<file path="src/design/pphq_pkg.sv">
// Shared constants, types and codes of the prefix hash query block.
package pphq_pkg;

    localparam int unsigned MAX_LEN = 1024;
    localparam int unsigned ADDR_W  = $clog2(MAX_LEN);
    localparam int unsigned LEN_W   = $clog2(MAX_LEN + 1);
    localparam int unsigned POS_W   = 10;
    localparam int unsigned CODE_W  = 7;
    localparam int unsigned HASH_W  = 30;
    localparam int unsigned CMP_W   = LEN_W + POS_W;

    localparam logic [HASH_W-1:0] HASH_MOD    = 30'd1000000007;
    localparam logic [HASH_W-1:0] HASH_BASE   = 30'd31;
    localparam logic [HASH_W-1:0] BASE_INV    = 30'd129032259;
    localparam logic [CODE_W-1:0] LETTER_BIAS = 7'd96;

    // Barrett factor floor(2^60 / p)
    localparam logic [30:0] BARRETT_M = 31'((64'd1 << 60) / 64'(HASH_MOD));

    typedef enum logic [1:0] {
        MT_HASH,
        MT_POW,
        MT_INV,
        MT_QRY
    } t_mtag;

    typedef struct packed {
        logic              valid;
        t_mtag             tag;
        logic [HASH_W-1:0] a;
        logic [HASH_W-1:0] b;
    } t_mul_req;

    typedef struct packed {
        logic              valid;
        t_mtag             tag;
        logic [HASH_W-1:0] p;
    } t_mul_rsp;

    typedef enum logic [3:0] {
        ST_IDLE,
        ST_APP,
        ST_APP_POW,
        ST_APP_INV,
        ST_QRY,
        ST_QRY_LO,
        ST_QRY_DIFF,
        ST_QRY_MUL,
        ST_WAIT,
        ST_DONE
    } t_state;

endpackage

</file>
<file path="src/design/pphq_mulmod.sv">
// Four-stage pipelined multiply modulo p with Barrett reduction.
module pphq_mulmod import pphq_pkg::*; (
    input  logic     i_clk,
    input  logic     i_rst_n,
    input  t_mul_req i_req,
    output t_mul_rsp o_rsp
);

    logic              r_s1_valid, r_s2_valid, r_s3_valid, r_s4_valid;
    t_mtag             r_s1_tag, r_s2_tag, r_s3_tag, r_s4_tag;
    logic [59:0]       r_s1_prod;
    logic [30:0]       r_s2_q;
    logic [31:0]       r_s2_xlo;
    logic [31:0]       r_s3_qp;
    logic [31:0]       r_s3_xlo;
    logic [HASH_W-1:0] r_s4_p;

    logic [61:0]       qm;
    logic [60:0]       qp;
    logic [31:0]       rem, rem1, rem2;
    logic [HASH_W-1:0] n_s4_p;

    always_comb begin
        qm   = 62'(r_s1_prod[59:29]) * 62'(BARRETT_M);
        qp   = 61'(r_s2_q) * 61'(HASH_MOD);
        rem  = r_s3_xlo - r_s3_qp;
        rem1 = rem - 32'(HASH_MOD);
        rem2 = rem - {1'b0, HASH_MOD, 1'b0};
        // estimate leaves at most two extra multiples of p
        if (rem >= {1'b0, HASH_MOD, 1'b0}) begin
            n_s4_p = rem2[HASH_W-1:0];
        end else if (rem >= 32'(HASH_MOD)) begin
            n_s4_p = rem1[HASH_W-1:0];
        end else begin
            n_s4_p = rem[HASH_W-1:0];
        end
    end

    always_ff @(posedge i_clk) begin
        if (!i_rst_n) begin
            r_s1_valid <= 1'b0;
            r_s2_valid <= 1'b0;
            r_s3_valid <= 1'b0;
            r_s4_valid <= 1'b0;
        end else begin
            r_s1_valid <= i_req.valid;
            r_s2_valid <= r_s1_valid;
            r_s3_valid <= r_s2_valid;
            r_s4_valid <= r_s3_valid;
        end
    end

    always_ff @(posedge i_clk) begin
        r_s1_tag  <= i_req.tag;
        r_s1_prod <= 60'(i_req.a) * 60'(i_req.b);
        r_s2_tag  <= r_s1_tag;
        r_s2_q    <= qm[61:31];
        r_s2_xlo  <= r_s1_prod[31:0];
        r_s3_tag  <= r_s2_tag;
        r_s3_qp   <= qp[31:0];
        r_s3_xlo  <= r_s2_xlo;
        r_s4_tag  <= r_s3_tag;
        r_s4_p    <= n_s4_p;
    end

    assign o_rsp.valid = r_s4_valid;
    assign o_rsp.tag   = r_s4_tag;
    assign o_rsp.p     = r_s4_p;

endmodule

</file>
<file path="config.mk">
export PLATFORM = sky130hd
export DESIGN_NAME = pphq_mulmod
export DESIGN_NICKNAME = d
export VERILOG_FILES = /design/src/design/pphq_pkg.sv /design/src/design/pphq_mulmod.sv
export SDC_FILE = /design/constraint.sdc
export NUM_CORES = 2
export LEC_CHECK = 0
export BUFFER_PORTS_ARGS = -buffer_cell sky130_fd_sc_hd__buf_2
export CORE_MARGIN = 2
export CORE_UTILIZATION = 35
export CTS_CLUSTER_SIZE = 28
export DETAILED_ROUTE_END_ITERATION = 10
export PLACE_DENSITY = 0.49
export SLEW_MARGIN = 20
export SYNTH_ARGS = -nofsm -noshare
export SYNTH_HDL_FRONTEND = slang
export SYNTH_SLANG_ARGS = --single-unit
</file>
<file path="constraint.sdc">
create_clock -name i_clk -period 7.3 [get_ports i_clk]
set_input_delay 0.365 -clock i_clk [delete_from_list [all_inputs] [get_ports i_clk]]
set_output_delay 0.365 -clock i_clk [all_outputs]
set_load 0.03 [all_outputs]
</file>
=== Word level (Yosys, flattened, before mapping) ===
Index checks and enable logic that the tools add are counted.

* $add $sub $neg: 3
* Multipliers: 3
* Order comparisons: 2
* Multiplexer cells: 2

{| class="wikitable"
|+ Operators with widths
! kind !! count
|-
| 30-bit by 30-bit multiplier with 60-bit output || 1
|-
| 30-bit 2-to-1 mux || 2
|-
| 30-bit subtractor (second input constant) || 2
|-
| 31-bit by 28-bit multiplier with 59-bit output (second input constant) || 1
|-
| 32-bit by 30-bit greater-or-equal comparator with 1-bit output (second input constant) || 1
|-
| 32-bit by 31-bit greater-or-equal comparator with 1-bit output (second input constant) || 1
|-
| 31-bit by 30-bit multiplier with 32-bit output (second input constant) || 1
|-
| 32-bit subtractor || 1
|}

* Register bits: 229
* Output and inout port bits: 33
* Logic and storage cells: 24

=== Longest topological paths before layout ===
* Word-level depth: 4
* Gate-level depth with buffers: 31
* Depth with buffers taken out: 30

=== Worst setup path before layout ===
No wires, ideal clock.

* Path kind: input -> register
* From: in i_req[58] (netlist name)
* To: reg r_s1_prod[58]
* Library setup time: 72 ps
* Arrival: 7385 ps
* Required time: 7228 ps
* Path slack: -157 ps
* Cell stages on the path: 28
* Buffers on the path: 1
* Cells stage by stage: clkbuf_1 > nand2_1 > fa_1 > inv_1 > fa_1 > fa_1 > inv_1 > fa_1 > inv_1 > fa_1 > fa_1 > fa_1 > inv_1 > fa_1 > inv_1 > ha_1 > a21o_1 > a21o_1 > a21o_1 > a31oi_1 > o21ai_0 > or3_1 > o211ai_1 > a211o_1 > o21ai_1 > a311o_1 > a21oi_1 > xnor2_1

* Cells in the longest elaborated chain, start to end: 1

{| class="wikitable"
|+ Ends and longest elaborated chain
! item !! RTL line !! text
|-
| from (decl) || pphq_mulmod.sv:5 || <nowiki>input t_mul_req i_req,</nowiki>
|-
| 30-bit by 30-bit multiplier with 60-bit output || pphq_mulmod.sv:55 || <nowiki>r_s1_prod <= 60'(i_req.a) * 60'(i_req.b);</nowiki>
|-
| to (signal assigned) || pphq_mulmod.sv:55 ||
|-
| to (decl) || pphq_mulmod.sv:11 || <nowiki>logic [59:0] r_s1_prod;</nowiki>
|}

Every way passes these cells.
A chain may end at the register's enable or synchronous reset.

=== Worst setup path in the final report ===
* From: in i_req[43] (netlist name)
* To: reg r_s1_prod[52]

Same word-level chain as after synthesis.

==> implementation parameters <==
Parameter                              Value

Cells and area
  Filler cell count    16.33k
  Multi-input gate area in the final layout    47110 um^2
  Final-stage net count    8477
  Leading cell type in the layout, fill and taps excluded    sky130_fd_sc_hd__inv_1
  Storage cell area    4614 um^2
  Fraction of layout cells with a size suffix above 1    0.1252
  Synthesis-to-layout area growth    14.11%
  Top library cells by usage in the layout, fill and taps aside    sky130_fd_sc_hd__inv_1 (1472), sky130_fd_sc_hd__fa_1 (1181), sky130_fd_sc_hd__ha_1 (781), sky130_fd_sc_hd__and2_1 (544), sky130_fd_sc_hd__nand2_1 (449)

Global routing
  Total congestion overflow    0
  Via count of the first global-routing pass    44.17k
  Global-route wire length before repair    246500 um
  Number of antenna violations at the first check in global routing    2
  Combined global-route utilization of all metal layers    0.1862
  Pin count of the biggest net entering global routing    46

Die
  Starting Density    0.3529
  FP Rows    148
  Die area    167800 um^2
  Ports placed on the boundary    98
  Die Span Y    409.6 um
  Floorplan core area    163100 um^2
  DIE WIDTH    409.6 um

Worst setup path
  Most frequent CP cell    sky130_fd_sc_hd__fa_1
  Kind of capture point of the worst setup path    flop
  Worst setup path class    primary input to flop
  Data required, critical path    7790 ps
  Crit path launch type    primary input
  Maximum cell stage delay along the critical path    590 ps
  Top fanout value on the critical path    6
  Family with the most delay on the worst path    adder cells
  Arrival @ worst endpoint    7680 ps
  Crit path buffers/inverters    8
  Crit-path slowest cell    sky130_fd_sc_hd__fa_2

CTS
  Maximum number of buffers from clock root to sink    3
  TritonCTS sink count    229
  Total clock buffers created by CTS    27
  CTS tree    done
  Later-pin clock latency in the skew report    580 ps
  Clock root cell    sky130_fd_sc_hd__clkbuf_16
  Number of H-tree levels    1
  Clock input transition at the sequential cells of the worst setup and hold paths    60 ps

Placement
  HPWL after detailed placement    136000 um
  Total of buffers placed on input and output ports    97
  DP Worst Slack    -727.9 ps
  Global placer's final weighted congestion    0.8791

STA
  Final worst-path setup slack    107.4 ps
  Setup skew after layout    30.85 ps
  Final hold vios    0
  Tmin final    7193 ps
  Setup-violating endpoint count in the final report    0
  Headroom to the max-slew limit    0.4606
  Worst hold slack    311.5 ps
  Fraction of the cycle the final worst path needs    0.9853
  Max Clock Freq    0.1390 GHz
  Setup repair after global routing missed its margin    true
  Transition time at the pin with the least slew margin    803.0 ps
  Final Slew Violations    0
  Setup_tns    0 ps

Synthesis
  Primary flip-flop cell chosen by synthesis mapping    sky130_fd_sc_hd__dfxtp_1
  Number of unique standard cell types used by synthesis    91
  Post-synth design cell area    57570 um^2
  Number of synthesized flops with an enable pin    0
  Synth Register Bits    229
  Sequential cell area fraction in the yosys report    0.07963
  Net count after synthesis    8077
  Count of mapped cells out of synthesis    5992
  Synthesis warning total    0
  Average cell area after synthesis    9.608 um^2
  Async set-reset flop share out of synthesis    0

Routing
  Via-per-instance ratio    4.656
  Final antenna-violating net count    0
  Number of search-and-repair iterations in the first detailed-routing pass    5
  Count of unresolved DRC violations after routing    0
  Iteration-0 DRC Markers    1819
  Detail-routed net length per standard cell    17.81 um
  Wirelength, routed    153000 um
  Total via count after detailed routing    40.00k

Run status
  Run status    completed

Flow run
  Maxcap violations    0

Worst hold path
  Worst hold path class    flop to flop
-- final timing paths --
check | startpoint | cells past startpoint | to | slack [ps]
worst max-delay path | i_req[43] | 29 | r_s1_prod[52]$_DFF_P_ | 110
worst min-delay path | r_s1_prod[26]$_DFF_P_ | 0 | r_s2_xlo[26]$_DFF_P_ | 310
worst max register to register | r_s1_prod[41]$_DFF_P_ | 25 | r_s2_q[29]$_DFF_P_ | 190
worst min register to register | r_s1_prod[26]$_DFF_P_ | 0 | r_s2_xlo[26]$_DFF_P_ | 310
-- Yosys cell counts, drive strengths merged (13+ instances only) --
cell type / number / area share
a211oi: 21 / 0.0030
a21o: 72 / 0.0094
a21oi: 140 / 0.012
a31oi: 24 / 0.0026
and2: 550 / 0.060
and3: 25 / 0.0028
buf: 19 / 0.0018
clkbuf: 194 / 0.013
dfxtp: 229 / 0.080
fa: 1224 / 0.43
ha: 796 / 0.17
inv: 1491 / 0.097
nand2: 450 / 0.029
nand2b: 20 / 0.0022
nand3: 41 / 0.0037
nand4: 17 / 0.0020
nor2: 126 / 0.0082
nor2b: 29 / 0.0032
nor3: 35 / 0.0032
o211ai: 16 / 0.0021
o21a: 28 / 0.0037
o21ai: 68 / 0.0059
o21bai: 22 / 0.0029
o31ai: 13 / 0.0019
xnor2: 124 / 0.019
xor2: 47 / 0.0071
-- cell type report --
class | count | area share
Antenna cell | 2 | 0.00007618
Timing Repair Buffer | 584 | 0.07171
Multi-Input combinational cell | 4059 | 0.7170
Tap cell | 2175 | 0.04142
Clock inverter | 17 | 0.003104
Clock buffer | 33 | 0.01124
Sequential cell | 229 | 0.07024
Inverter | 1491 | 0.08519
-- state kept, by name, indices dropped and copies added (netlist names), 30 cells and up --
name	count
r_s1_prod	60
r_s2_q	31
r_s2_xlo	32
r_s3_qp	32
r_s3_xlo	32
r_s4_p	30
-- metal layers --
metal / vias up / global-route usage / share of wire
met5: - / 0 / 0.000072
met4: 2 / 0.03467 / 0.020
met3: 139 / 0.02385 / 0.045
met2: 715 / 0.3006 / 0.45
met1: 20210 / 0.2685 / 0.48
li1: 18930 / - / -
-- stage by stage --
stage,util,area [um^2],std cells
3_5_place_dp,0.3901,63640,8515
2_1_floorplan,-,57610,5992
5_1_grt,0.4027,65690,8588
4_1_cts,0.3967,64730,8569
3_3_place_gp,0.3901,63640,8515
6_report,0.4027,65700,8590
-- worst register-to-register path, delay by kind of cell, from the launching register on --
| family | cells | cell delay, ps |
|---|---|---|
| buf+inv | 6 | 680 |
| simple gates | 3 | 610 |
| flops | 1 | 380 |
| compound gates | 8 | 1690 |
| fa+ha+maj | 8 | 3660 |
-- logic make-up after synthesis --
kind of cell	share of synthesized area
adder cells (fa/ha/maj)	0.5986
buffers and inverters	0.1117
AND/OR/NAND/NOR	0.1205
AO/OA/AOI/OAI	0.06146
flip-flops	0.07963
XOR/XNOR	0.02601
multiplexers	0.002151
-- repair_timing --
item	4_1_cts	5_1_grt
hold buffers	4	0
buffers inserted	0	20
hold endpoints to repair	6	0
gates resized for setup	31	225
gates cloned	0	4
setup endpoints to repair	22	29
pin swaps	7	108
Power is not shown: default switching activity piles up to over one toggle a cycle in this logic, so the estimate is an artifact.
